$ cat src/rtl/core/hhs_pkg.sv
// hhs_pkg: shared types and constants for the heater hysteresis switch
// no dependencies; used by hhs_cfg_regs, hhs_decide and the top level

package hhs_pkg;

    // configuration register indexes
    localparam int unsigned CfgIdxW = 3;
    localparam logic [CfgIdxW-1:0] CFG_MIN_ON_MS  = 3'd0;
    localparam logic [CfgIdxW-1:0] CFG_MIN_OFF_MS = 3'd1;
    localparam logic [CfgIdxW-1:0] CFG_MAX_ON_MS  = 3'd2;
    localparam logic [CfgIdxW-1:0] CFG_TEMP_LOW   = 3'd3;
    localparam logic [CfgIdxW-1:0] CFG_TEMP_HIGH  = 3'd4;
    localparam logic [CfgIdxW-1:0] CFG_MIN_POWER  = 3'd5;

    localparam int unsigned CfgDataW = 32;

    // status codes
    localparam logic [1:0] ST_READY   = 2'd0;
    localparam logic [1:0] ST_BLK_OFF = 2'd1;
    localparam logic [1:0] ST_BLK_ON  = 2'd2;

    // request payload
    typedef struct packed {
        logic        [31:0] now_ms;
        logic        [15:0] offered_power;
        logic signed [15:0] temperature;
    } t_in_item;

    // result payload
    typedef struct packed {
        logic        granted;
        logic        relay_on;
        logic [15:0] allowed_power;
        logic [1:0]  status;
        logic [31:0] on_duration_ms;
        logic [31:0] off_duration_ms;
    } t_out_item;

    // configuration registers
    typedef struct packed {
        logic        [31:0] min_on_ms;
        logic        [31:0] min_off_ms;
        logic        [31:0] max_on_ms;
        logic signed [15:0] temp_low;
        logic signed [15:0] temp_high;
        logic        [15:0] min_power;
    } t_cfg;

    // relay state carried from request to request
    typedef struct packed {
        logic        relay;
        logic [31:0] on_stamp;
        logic        on_vld;
        logic [31:0] off_stamp;
        logic        off_vld;
        logic        first_req;
        logic [1:0]  status;
        logic [31:0] last_on_len;
        logic [31:0] last_off_len;
    } t_state;

endpackage

$ cat src/rtl/core/hhs_cfg_regs.sv
// hhs_cfg_regs: configuration register file written through a plain write port
// depends on hhs_pkg

module hhs_cfg_regs (
    input  logic                          i_clk,
    input  logic                          i_rst_n,
    input  logic                          i_cfg_we,
    input  logic [hhs_pkg::CfgIdxW-1:0]   i_cfg_idx,
    input  logic [hhs_pkg::CfgDataW-1:0]  i_cfg_wdata,
    output hhs_pkg::t_cfg                 o_cfg
);

    hhs_pkg::t_cfg r_cfg;
    hhs_pkg::t_cfg n_cfg;

    // decode the write
    always_comb begin
        n_cfg = r_cfg;
        if (i_cfg_we) begin
            case (i_cfg_idx)
                hhs_pkg::CFG_MIN_ON_MS:  n_cfg.min_on_ms  = i_cfg_wdata;
                hhs_pkg::CFG_MIN_OFF_MS: n_cfg.min_off_ms = i_cfg_wdata;
                hhs_pkg::CFG_MAX_ON_MS:  n_cfg.max_on_ms  = i_cfg_wdata;
                hhs_pkg::CFG_TEMP_LOW:   n_cfg.temp_low   = $signed(i_cfg_wdata[15:0]);
                hhs_pkg::CFG_TEMP_HIGH:  n_cfg.temp_high  = $signed(i_cfg_wdata[15:0]);
                hhs_pkg::CFG_MIN_POWER:  n_cfg.min_power  = i_cfg_wdata[15:0];
                default: ;
            endcase
        end
    end

    always_ff @(posedge i_clk) begin
        if (!i_rst_n) begin
            r_cfg <= '0;
        end else begin
            r_cfg <= n_cfg;
        end
    end

    assign o_cfg = r_cfg;

endmodule

$ cat src/rtl/core/hhs_decide.sv
// hhs_decide: one-pass relay decision, next state and grant for one request
// depends on hhs_pkg

module hhs_decide (
    input  hhs_pkg::t_cfg     i_cfg,
    input  hhs_pkg::t_state   i_state,
    input  hhs_pkg::t_in_item i_item,
    output hhs_pkg::t_state   o_state,
    output logic              o_granted
);

    logic [32:0] w_max_lim;
    logic [32:0] w_on_lim;
    logic [32:0] w_off_lim;
    logic        w_max_hit;
    logic        w_pow_low;
    logic        w_too_warm;
    logic        w_too_cold;
    logic        w_do_off;
    logic        w_do_on;
    logic        w_off_ok;
    logic        w_on_ok;

    // deadline sums kept one bit wider so they never wrap
    assign w_max_lim = {1'b0, i_state.on_stamp} + {1'b0, i_cfg.max_on_ms};
    assign w_on_lim  = {1'b0, i_state.on_stamp} + {1'b0, i_cfg.min_on_ms};
    assign w_off_lim = {1'b0, i_state.off_stamp} + {1'b0, i_cfg.min_off_ms};

    // case conditions in priority order
    assign w_max_hit  = i_state.on_vld && (i_cfg.max_on_ms != '0) && i_state.relay
                        && ({1'b0, i_item.now_ms} > w_max_lim);
    assign w_pow_low  = i_item.offered_power < i_cfg.min_power;
    assign w_too_warm = $signed(i_item.temperature) >= $signed(i_cfg.temp_high);
    assign w_too_cold = $signed(i_item.temperature) < $signed(i_cfg.temp_low);

    assign w_do_off = w_max_hit || w_pow_low || w_too_warm;
    assign w_do_on  = !w_do_off && (w_too_cold || i_state.first_req);

    // minimum time checks
    assign w_off_ok = !i_state.on_vld || ({1'b0, i_item.now_ms} >= w_on_lim);
    assign w_on_ok  = !i_state.off_vld || ({1'b0, i_item.now_ms} >= w_off_lim);

    // next state and grant
    always_comb begin
        o_state   = i_state;
        o_granted = 1'b0;
        if (w_do_off) begin
            if (w_off_ok) begin
                if (i_state.relay) begin
                    o_state.last_on_len = i_item.now_ms - i_state.on_stamp;
                    o_state.off_stamp   = i_item.now_ms;
                    o_state.off_vld     = 1'b1;
                    o_state.relay       = 1'b0;
                end
                o_state.status = hhs_pkg::ST_READY;
            end else begin
                o_state.status = hhs_pkg::ST_BLK_ON;
            end
            // only the low power case reports its outcome
            o_granted = !w_max_hit && w_pow_low && w_off_ok;
        end else if (w_do_on) begin
            if (!w_too_cold) begin
                o_state.first_req = 1'b0;
            end
            if (w_on_ok) begin
                if (!i_state.relay) begin
                    if (i_state.off_vld) begin
                        o_state.last_off_len = i_item.now_ms - i_state.off_stamp;
                    end
                    o_state.on_stamp = i_item.now_ms;
                    o_state.on_vld   = 1'b1;
                    o_state.relay    = 1'b1;
                end
                o_state.status = hhs_pkg::ST_READY;
            end else begin
                o_state.status = hhs_pkg::ST_BLK_OFF;
            end
            o_granted = w_on_ok;
        end
    end

endmodule

$ cat src/rtl/core/heater_hysteresis_switch_core.sv
// heater_hysteresis_switch_core: thermostat relay with hysteresis, min/max on-off times
// depends on hhs_pkg, hhs_cfg_regs, hhs_decide
//
//   channel   direction  handshake                payload
//   request   in         i_in_valid / o_in_ready  i_in_data  (hhs_pkg::t_in_item)
//   result    out        o_out_valid / i_out_ready o_out_data (hhs_pkg::t_out_item)
//   config    in         i_cfg_we (no wait)       i_cfg_idx, i_cfg_wdata
//
// one request per cycle sustained while results are taken; a result is presented once its request
// has passed the input register, then the decision and result register
// the relay state updates in the same cycle the result register loads
// synchronous active-low reset clears state and config; no clearing pass
// a stalled result holds one request in the input register, then o_in_ready drops

module heater_hysteresis_switch_core (
    input  logic                          i_clk,
    input  logic                          i_rst_n,
    input  logic                          i_in_valid,
    output logic                          o_in_ready,
    input  hhs_pkg::t_in_item             i_in_data,
    output logic                          o_out_valid,
    input  logic                          i_out_ready,
    output hhs_pkg::t_out_item            o_out_data,
    input  logic                          i_cfg_we,
    input  logic [hhs_pkg::CfgIdxW-1:0]   i_cfg_idx,
    input  logic [hhs_pkg::CfgDataW-1:0]  i_cfg_wdata
);

    // relay state after reset: off, never switched, first request pending
    localparam hhs_pkg::t_state StateRst = '{
        relay:        1'b0,
        on_stamp:     32'd0,
        on_vld:       1'b0,
        off_stamp:    32'd0,
        off_vld:      1'b0,
        first_req:    1'b1,
        status:       hhs_pkg::ST_READY,
        last_on_len:  32'd0,
        last_off_len: 32'd0
    };

    hhs_pkg::t_cfg      w_cfg;
    hhs_pkg::t_state    r_state;
    hhs_pkg::t_state    n_state;
    hhs_pkg::t_in_item  r_in;
    hhs_pkg::t_out_item r_out;
    logic               r_in_vld;
    logic               r_out_vld;
    logic               w_granted;
    logic               w_out_free;
    logic               w_advance;

    // configuration registers
    hhs_cfg_regs u_cfg (
        .i_clk       (i_clk),
        .i_rst_n     (i_rst_n),
        .i_cfg_we    (i_cfg_we),
        .i_cfg_idx   (i_cfg_idx),
        .i_cfg_wdata (i_cfg_wdata),
        .o_cfg       (w_cfg)
    );

    // decision logic
    hhs_decide u_decide (
        .i_cfg     (w_cfg),
        .i_state   (r_state),
        .i_item    (r_in),
        .o_state   (n_state),
        .o_granted (w_granted)
    );

    // pipeline flow control
    assign w_out_free = !r_out_vld || i_out_ready;
    assign w_advance  = r_in_vld && w_out_free;
    assign o_in_ready = !r_in_vld || w_out_free;

    // input register
    always_ff @(posedge i_clk) begin
        if (!i_rst_n) begin
            r_in_vld <= 1'b0;
        end else if (o_in_ready) begin
            r_in_vld <= i_in_valid;
        end
        if (o_in_ready && i_in_valid) begin
            r_in <= i_in_data;
        end
    end

    // relay state
    always_ff @(posedge i_clk) begin
        if (!i_rst_n) begin
            r_state <= StateRst;
        end else if (w_advance) begin
            r_state <= n_state;
        end
    end

    // result register
    always_ff @(posedge i_clk) begin
        if (!i_rst_n) begin
            r_out_vld <= 1'b0;
        end else if (w_out_free) begin
            r_out_vld <= r_in_vld;
        end
        if (w_advance) begin
            r_out <= '{
                granted:         w_granted,
                relay_on:        n_state.relay,
                allowed_power:   n_state.relay ? w_cfg.min_power : 16'd0,
                status:          n_state.status,
                on_duration_ms:  n_state.last_on_len,
                off_duration_ms: n_state.last_off_len
            };
        end
    end

    assign o_out_valid = r_out_vld;
    assign o_out_data  = r_out;

`ifndef SYNTHESIS
    // relay on always has a switch-on time behind it
    a_relay_has_stamp: assert property (@(posedge i_clk) disable iff (!i_rst_n)
        r_state.relay |-> r_state.on_vld)
        else $error("relay on without switch-on stamp");

    // a switch-off can only follow a switch-on
    a_off_after_on: assert property (@(posedge i_clk) disable iff (!i_rst_n)
        r_state.off_vld |-> r_state.on_vld)
        else $error("switch-off stamp without switch-on stamp");

    // an empty result register never stalls the request side
    a_ready_when_empty: assert property (@(posedge i_clk) disable iff (!i_rst_n)
        !o_out_valid |-> o_in_ready)
        else $error("request stalled with empty result register");

    // no power taken while the relay is off
    a_power_off: assert property (@(posedge i_clk) disable iff (!i_rst_n)
        (o_out_valid && !o_out_data.relay_on) |-> (o_out_data.allowed_power == 16'd0))
        else $error("power reported with relay off");
`endif

endmodule

$ cat config.mk
export PLATFORM = sky130hd
export DESIGN_NAME = heater_hysteresis_switch_core
export DESIGN_NICKNAME = d
export VERILOG_FILES = /design/src/rtl/core/hhs_pkg.sv /design/src/rtl/core/hhs_cfg_regs.sv /design/src/rtl/core/hhs_decide.sv /design/src/rtl/core/heater_hysteresis_switch_core.sv
export SDC_FILE = /design/constraint.sdc
export NUM_CORES = 1
export LEC_CHECK = 0
export BUFFER_PORTS_ARGS = -buffer_cell sky130_fd_sc_hd__buf_2
export CAP_MARGIN = 10
export CORE_AREA = 2 2 222 224
export CTS_BUF_LIST = sky130_fd_sc_hd__clkbuf_2
export CTS_CLUSTER_SIZE = 16
export DETAILED_ROUTE_END_ITERATION = 10
export DIE_AREA = 0 0 224 226
export GPL_TIMING_DRIVEN = 0
export PLACE_DENSITY = 0.71
export SYNTH_ARGS = -nofsm -noshare
export SYNTH_HDL_FRONTEND = slang
export SYNTH_SLANG_ARGS = --single-unit
$ cat constraint.sdc
create_clock -name i_clk -period 7.6 [get_ports i_clk]
set_input_delay 1.14 -clock i_clk [delete_from_list [all_inputs] [get_ports i_clk]]
set_output_delay 1.14 -clock i_clk [all_outputs]
set_load 0.05 [all_outputs]
==> results of run 1 <==
[timing repair]
| item | 4_1_cts | 5_1_grt |
|---|---|---|
| setup endpoints to repair | 45 | 69 |
| pin swaps | 1 | 1 |
| resized for setup | 1 | 4 |
| buffers inserted | 2 | 2 |
[layer usage]
layer	vias up	track usage (%)	share of wire, %
li1	11200	-	-
met1	10600	38.1	42
met2	728	54.4	48
met3	179	4.75	5.8
met4	0	14.8	4.4
met5	-	0	0
[cell usage after synthesis (9+ instances only)]
| cell type | instances |
|---|---|
| o21bai_1 | 21 |
| nor2_1 | 156 |
| mux2_2 | 57 |
| clkbuf_1 | 69 |
| ha_1 | 300 |
| dfxtp_1 | 280 |
| or3_1 | 11 |
| a21oi_1 | 341 |
| a2111oi_0 | 9 |
| nand2b_1 | 37 |
| xnor2_1 | 78 |
| a31oi_1 | 15 |
| nor3_1 | 27 |
| a211oi_1 | 31 |
| o21ai_0 | 115 |
| and4_1 | 9 |
| and3_1 | 15 |
| o21a_1 | 26 |
| a21o_1 | 82 |
| nand2_1 | 522 |
| nor4_1 | 16 |
| nor2b_1 | 18 |
| nand3_1 | 40 |
| o211ai_1 | 16 |
| nand4_1 | 31 |
| edfxtp_1 | 148 |
| buf_2 | 11 |
| inv_1 | 151 |
| mux2i_1 | 90 |
| and2_1 | 26 |
| xor2_1 | 63 |
| buf_4 | 12 |
[cell type report]
class / count / area share, %
diodes: 6 / 0.0513
plain buffers: 92 / 1.38
clock buffers: 167 / 2.86
clock inverters: 39 / 0.834
inverters: 154 / 1.99
multi-input cells: 2265 / 52.4
flip-flops and latches: 428 / 34.4
well taps: 622 / 2.66
repair buffers: 194 / 3.46
[flip-flops by register name, indices dropped and copies added, names as in the netlist]
signal       cells
o_out_valid      1
o_out_data      84
r_in_vld         1
r_state        134
u_cfg.o_cfg    144
r_in            64
[how the worst max path moves through the flow]
stage	from	end	slack (ps)	cells past startpoint
after floorplan	r_state[101]	o_out_data[39]	2180	24
after global placement	r_state[101]	r_state[28]	-110	24
after detailed placement	r_state[101]	o_out_data[34]	-130	24
after CTS	r_state[101]	o_out_data[53]	9	24
after global routing	r_state[101]	o_out_data[75]	80	24
final	r_state[68]	o_out_data[4]	290	24
[per-stage QoR]
stage	power, mW	instances	setup slack [ps]	util [%]	hold WS (ps)
after floorplan	3.07	2939	2180	-	423
after global placement	3.32	3749	-113	58.0	430
after detailed placement	3.34	3751	-126	58.1	442
after CTS	5.01	3959	8.51	60.4	16.6
after global routing	5.22	3967	81.0	60.5	-5.37
final	4.98	3967	293	60.5	110
[worst max-delay path, delay by kind of cell (launching register included)]
family,cells,cell delay [ps]
AOI/OAI and AO/OA,12,3680
buffers and inverters,3,730
adders and majority gates,3,980
muxes,1,380
DFF,1,370
and+or+nand+nor,5,900
[kinds of logic after synthesis]
kind of cell	after synthesis	synth area share, %
xor gates and xnor gates	141	4.69
muxes	147	5.86
adders and majority gates	305	14.6
AOI/OAI and AO/OA	744	17.4
DFF	428	38.2
buffers and inverters	246	3.73
and+or+nand+nor	928	15.6
[power groups by stage]
stage          Clock [mW]  Combinational [mW]  Sequential [mW]
2_1_floorplan           0               0.476             2.60
3_3_place_gp            0               0.761             2.56
3_5_place_dp            0               0.784             2.56
4_1_cts              1.71               0.789             2.51
5_1_grt              1.83               0.878             2.52
6_report             1.67               0.796             2.51
==> results.yml, run 1 <==
run:
  maxCapViolations: 0
finish:
  nets: 3656
  drive_gt1_share_pct: 14.4
  multi_input_area_sq_um: 15300
  final-seq-area_sq_um: 10000
  area_growth_pct: 11.0
  layout_commonest_cell: "nand2_1"
  fin_area_sq_um: 29200
  layout_common_cells: "nand2_1 (522), a21oi_1 (341), ha_1 (300), dfxtp_1 (280), buf_2 (199)"
  fill_cells: 4298
worst_hold_path:
  hold_class: "in2reg"
  hold_start: "i_in_data[59]"
  hold-path-cell-count: 1
  hold_path_end: "r_in[59]"
critical_path:
  cpMaxStageDelayCell: "a2111oi_0"
  worst_path_largest_cell_delay_ps: 840
  end_kind: "register"
  worstPathCellList: "ha_1, fa_1, a21oi_1, o211ai_1, a2111oi_0, a211oi_1, a22oi_1, nand2_1, o211a_1, nor3_1, o2111a_1, a311oi_1, ha_1, nand3_1, nor4_1, nand3_1, o21ai_0, a211o_1, o2111ai_1, a2111oi_4, buf_4, buf_4, buf_2, mux2_2"
  arrival_ps: 8230
  timing.rr.start: "r_state[68]"
  cp.required_ps: 8520
  worstSetupPathType: "reg2reg"
  cp_max_fo: 10
  start_kind: "register"
  reg2reg_depth: 24
  r2r_slack_ps: 290
  worstReg2RegEnd: "o_out_data[4]"
timing:
  tightest_slew_ps: 1220
  fin_crit_sh_pct: 96.1
  period_needed_ps: 7310
  report.final.slew_viol_count: 0
  fin_skew_ps: 67.0
  setup_viol: 0
  hold_viol: 0
  fmaxAchievable_mhz: 137
  rsz0062_at_grt: "false"
  fin_setup_tns_ps: 0
  slew_headroom_pct: 18.6
clock_tree:
  cts_buffers: 112
  cts_tree: "done"
  cts_hold_buf: 0
  cts_buffer_depth: 3
  cts_num_sinks: 428
  clockRootBuffer: "clkbuf_2"
  htreeDepth: 3
  worstSkewPairLatency_ps: 1200
  clkTransAtPathRegs_ps: 100
synthesis:
  synth_top_cell_area_share_pct: 21.3
  synth.distinct_cells: 76
  syn_area_sq_um: 26300
  synth_cells: 2939
  synth_top_area_cell: "dfxtp_1"
  synthTopCellsByArea: "dfxtp_1 (21%), edfxtp_1 (17%), ha_1 (14%)"
  syn-num-nets: 3348
  async_reset_ff_share_pct: 0
  synth_seq_cells: 428
  yosysSeqAreaShare_pct: 38.2
  ys.warnings.count: 0
  synthFlopType: "dfxtp_1"
  synth_edf_count: 148
  avgSynthCellArea_sq_um: 8.96
placed_design:
  dp_hpwl_um: 64100
  gp_congestion: 0.977
  placed_area_sq_um: 28100
  io_buffers: 188
power:
  vdd.ir_drop.worst_v: 0.000125
  p_leak_nw: 12.0
  power.share.switching_pct: 31.5
  cellPowerDensity_nw_per_um2: 170
  p_comb_share_pct: 16.0
  seqPwrFrac_pct: 50.4
  p_clk_share_pct: 33.6
  switchingPower_mw: 1.57
  intPower_mw: 3.41
die:
  num_rows: 81
  start_util_pct: 54.5
  fp.dieH_um: 226
  ios: 190
  die_w_um: 224
  core_area_sq_um: 48300
  die_area_sq_um: 50600
detailed_routing:
  drtPass1Iterations: 6
  drtAntennaViolNets: 0
  vias_per_cell: 5.72
  totalWireLength_um: 79700
  wire_per_inst_um: 20.1
  num_vias: 22700
  drtIter0Drc: 1463
  drc: 0
grt:
  track_usage_pct: 31.3
  grt_pass1_vias: 22400
  grt_max_degree: 91
  grt_pass1_wl_um: 121000
  antenna_found_initial: 3
  gr-total-overflow: 0
status:
  status: "complete, no violations"
Note: power is estimated with default switching activity, not from simulation.
==> run 2: changes to the inputs <==
- CORE_AREA: 2 2 222 224 -> 2 2 210 212
- DIE_AREA: 0 0 224 226 -> 0 0 212 214
- PLACE_DENSITY: 0.71 -> 0.79
==> results.yml, run 2 (synthesis gave the netlist of run 1 again) <==
die:
  fp.dieH_um: 214
  core_area_sq_um: 42900
  die_area_sq_um: 45400
  die_w_um: 212
  ios: 190
  start_util_pct: 61.4
  num_rows: 76
critical_path:
  end_kind: "register"
  cp.required_ps: 8450
  worstSetupPathType: "reg2reg"
  reg2reg_depth: 23
  cp_max_fo: 10
  arrival_ps: 8200
  timing.rr.start: "r_state[102]"
  r2r_slack_ps: 250
  start_kind: "register"
  worstReg2RegEnd: "o_out_data[35]"
finish:
  layout_common_cells: "nand2_1 (522), a21oi_1 (341), ha_1 (300), dfxtp_1 (280), buf_2 (200)"
  area_growth_pct: 10.8
  layout_commonest_cell: "nand2_1"
  nets: 3653
  largest_reg_flops: 144
  fin_area_sq_um: 29200
  drive_gt1_share_pct: 14.6
  finalCoreUtilization_pct: 68.1
placed_design:
  placed_area_sq_um: 28000
  gp_congestion: 0.970
  io_buffers: 188
  dp_hpwl_um: 63100
  preCtsSetupSlack_ps: 12.6
timing:
  layout_setup_ws_ps: 249
  fin_crit_sh_pct: 96.7
  fin_skew_ps: 129
  report.final.slew_viol_count: 0
  hold_viol: 0
  setup_viol: 0
  slew_headroom_pct: 24.9
  period_needed_ps: 7350
  tightest_slew_ps: 1130
  fmaxAchievable_mhz: 136
  fin_setup_tns_ps: 0
detailed_routing:
  vias_per_cell: 5.92
  drtIter0Drc: 1636
  num_vias: 23200
  totalWireLength_um: 78900
  drc: 0
  drtAntennaViolNets: 0
  drtPass1Iterations: 8
  wire_per_inst_um: 20.1
grt:
  antenna_found_initial: 4
  gr-total-overflow: 0
  track_usage_pct: 34.3
  grt_pass1_wl_um: 120000
  grt_pass1_vias: 23100
  grt_max_degree: 91
clock_tree:
  htreeDepth: 3
  cts_num_sinks: 428
  cts_buffers: 110
  cts_tree: "done"
  worstSkewPairLatency_ps: 1190
  clockRootBuffer: "clkbuf_2"
  cts_buffer_depth: 3
  clkTransAtPathRegs_ps: 120
worst_hold_path:
  hold_path_end: "r_in[11]"
  hold_class: "in2reg"
  hold_start: "i_in_data[11]"
  hold-path-cell-count: 1
power:
  cellPowerDensity_nw_per_um2: 172
  p_leak_nw: 12.0
  vdd.ir_drop.worst_v: 0.000182
  total_power_mw: 5.01
run:
  maxCapViolations: 0
status:
  status: "complete, no violations"
## run 2: area by class of cell
| type | instances | area [sq um] |
|---|---|---|
| diodes | 3 | 7.51 |
| plain buffers | 92 | 404 |
| clock buffers | 167 | 836 |
| clock inverters | 38 | 255 |
| fillers | 3553 | 13700 |
| inverters | 154 | 583 |
| multi-input cells | 2265 | 15300 |
| flip-flops and latches | 428 | 10000 |
| well taps | 585 | 732 |
| repair buffers | 193 | 988 |
## run 2: worst max path at each step
stage / startpoint / end / slack, ps / depth (start not counted)
after floorplan: r_state[101] / o_out_data[39] / 2180 / 24
after global placement: r_state[68] / r_state[28] / -30 / 24
after detailed placement: r_state[101] / o_out_data[35] / 10 / 24
after CTS: r_state[68] / r_state[28] / 2 / 24
after global routing: r_state[68] / r_state[21] / -3 / 25
final: r_state[102] / o_out_data[35] / 250 / 23
## run 2: repair_timing
action | CTS | global route
setup buffers | 0 | 3
resized for setup | 2 | 4
pin swaps | 0 | 1
hold buffers | 0 | 0
setup endpoints to repair | 3 | 125
gates cloned | 0 | 0
## run 2: where the power goes
group / total [mW] / switching (mW) / internal, mW / leakage, nW
Sequential: 2.51 / 0.0730 / 2.44 / 3.69
Clock: 1.70 / 0.997 / 0.702 / 0.822
Combinational: 0.798 / 0.519 / 0.278 / 7.45
## run 2: through the flow
stage,hold WS [ps],std cells
2_1_floorplan,423,2939
3_5_place_dp,437,3714
3_3_place_gp,431,3712
5_1_grt,-14.4,3925
6_report,111,3925
4_1_cts,1.49,3919
## run 2: per-layer routing
layer  share of wire (%)  track usage [%]  vias to the layer above  wire (um)
li1                    -                -                    11200          -
met1                  40             41.1                    10900      31600
met2                  49             60.2                      927      38300
met3                 7.2             5.48                      171       5650
met4                 4.2             15.6                        2       3330
met5               0.019                0                        -         15
## run 2: critical path, stage by stage (launching register included)
cell       delay (ps)
dfxtp_1           590
ha_1              310
a21o_1            160
a21oi_1           270
o21ai_0           210
a21o_1            270
a2111oi_0         610
nor3b_1           200
a211oi_1          260
o21ai_0           100
a21oi_1           180
xor2_1            100
ha_1              310
nand2_1            70
nor3_1            460
nand4_1           330
nor3_2            370
nor4b_1           130
o21ai_0           200
o311ai_2          390
nor2_1            590
nand2_1           350
buf_2             330
mux2_2            320
==> run 3: changes to the inputs <==
- SLEW_MARGIN: unset -> 20
- clock period: 7.6 -> 8.35 ns (I/O delays scaled with it)
==> results.yml, run 3 (synthesis gave the netlist of run 1 again) <==
critical_path:
  reg2reg_depth: 24
  cp.required_ps: 9220
  endpoint: "o_out_data[38]"
  arrival_ps: 8580
  timing.rr.start: "r_state[101]"
  r2r_slack_ps: 640
  worstReg2RegEnd: "o_out_data[38]"
  cp_max_fo: 10
  end_kind: "register"
  critPathLaunch: "r_state[101]"
  start_kind: "register"
  worstSetupPathType: "reg2reg"
grt:
  track_usage_pct: 34.6
  grt_pass1_wl_um: 121000
  grt_pass1_vias: 23300
  grt_max_degree: 78
  gr-total-overflow: 0
  antenna_found_initial: 2
placed_design:
  gp_congestion: 0.970
  preCtsSetupSlack_ps: 729
  io_buffers: 188
  dp.cells: 3714
  dp_hpwl_um: 63100
die:
  die_area_sq_um: 45400
  num_rows: 76
  die_w_um: 212
  core_area_sq_um: 42900
  start_util_pct: 61.4
  ios: 190
  fp.dieH_um: 214
detailed_routing:
  drtAntennaViolNets: 0
  top_layer_used: "met4"
  num_vias: 23100
  wire_per_inst_um: 20.2
  wl_met3_um: 5140
  totalWireLength_um: 79100
  wl_met2_um: 38000
  drtIter0Drc: 1751
  vias_per_cell: 5.89
  drc: 0
  wl_met1_um: 32200
  drtPass1Iterations: 6
timing:
  layout_setup_ws_ps: 637
  fin_skew_ps: 121
  tightest_slew_ps: 1190
  setup_viol: 0
  period_needed_ps: 7710
  report.final.slew_viol_count: 0
  rsz0062_at_grt: "false"
  hold_viol: 0
  fin_setup_tns_ps: 0
  fin_crit_sh_pct: 92.4
  slew_headroom_pct: 20.8
  fmaxAchievable_mhz: 130
run:
  maxCapViolations: 0
finish:
  drive_gt1_share_pct: 14.6
  layout_common_cells: "nand2_1 (522), a21oi_1 (341), ha_1 (300), dfxtp_1 (280), buf_2 (199)"
  largest_reg_flops: 144
  nets: 3652
  layout_commonest_cell: "nand2_1"
  fin_cells: 3925
  fill_cells: 3521
  area_growth_pct: 10.6
power:
  cellPowerDensity_nw_per_um2: 155
  vdd.ir_drop.worst_v: 0.000138
  p_leak_nw: 11.9
clock_tree:
  cts_buffers: 111
  clkTransAtPathRegs_ps: 120
  cts_tree: "done"
  cts_num_sinks: 428
  post_cts_buffers: 0
  worstSkewPairLatency_ps: 1220
  cts_resized: 0
  clockRootBuffer: "clkbuf_2"
  cts_buffer_depth: 3
  htreeDepth: 3
  cts_hold_buf: 0
worst_hold_path:
  hold_class: "in2reg"
status:
  status: "complete, no violations"
run 3: per-layer routing:
layer  GRT usage, %  vias up
met1           41.6    10900
met3           5.25      196
met4           17.8        0
met5              0        -
li1               -    11200
met2           59.7      871
run 3: stage by stage:
stage | area [sq um] | power (mW) | util [%] | hold WS, ps
after detailed placement | 28100 | 3.04 | 65.4 | 441
after CTS | 29100 | 4.53 | 67.9 | 98.9
after floorplan | 26300 | 2.80 | - | 423
final | 29100 | 4.51 | 67.9 | 199
after global placement | 28000 | 3.02 | 65.3 | 431
after global routing | 29100 | 4.72 | 67.9 | 99.5
run 3: report_power, final:
part	switching [mW]	leakage [nW]	internal (mW)
Clock	0.917	0.814	0.586
Combinational	0.471	7.44	0.255
Sequential	0.0665	3.69	2.22
Total	1.45	11.9	3.06
run 3: critical path, stage by stage, from the launching register on:
cell	delay (ps)
dfxtp_1	510
ha_1	280
fa_1	240
a21o_1	170
nand4_1	140
a2111oi_0	800
o21ai_0	280
nand2b_1	170
a221oi_1	170
o21ai_0	460
a21o_1	190
a21oi_1	70
xor2_1	160
ha_1	290
a21oi_1	120
o21ai_0	160
a2111oi_0	660
o211ai_1	190
a21oi_1	390
o21ai_0	270
o311ai_2	310
nor2_1	330
nand2_1	340
buf_2	380
mux2_2	370
run 3: final cells by class:
type	instances	area [sq um]	area share (%)
multi-input combinational	2265	15300	52.5
sequential	428	10000	34.5
timing repair buffer	191	1000	3.43
clock buffer	170	851	2.92
tap	585	732	2.51
inverter	154	583	2.00
buffer	92	404	1.39
clock inverter	36	199	0.683
antenna	4	10.0	0.0344
run 3: how the worst min path moves through the flow:
stage | start | to | cells past startpoint
4_1_cts | i_in_data[12] | r_in[12] | 1
3_5_place_dp | r_state[66] | r_state[66] | 2
6_report | i_in_data[15] | r_in[15] | 1
3_3_place_gp | r_state[66] | r_state[66] | 2
5_1_grt | i_in_data[11] | r_in[11] | 1
2_1_floorplan | r_state[66] | r_state[66] | 2
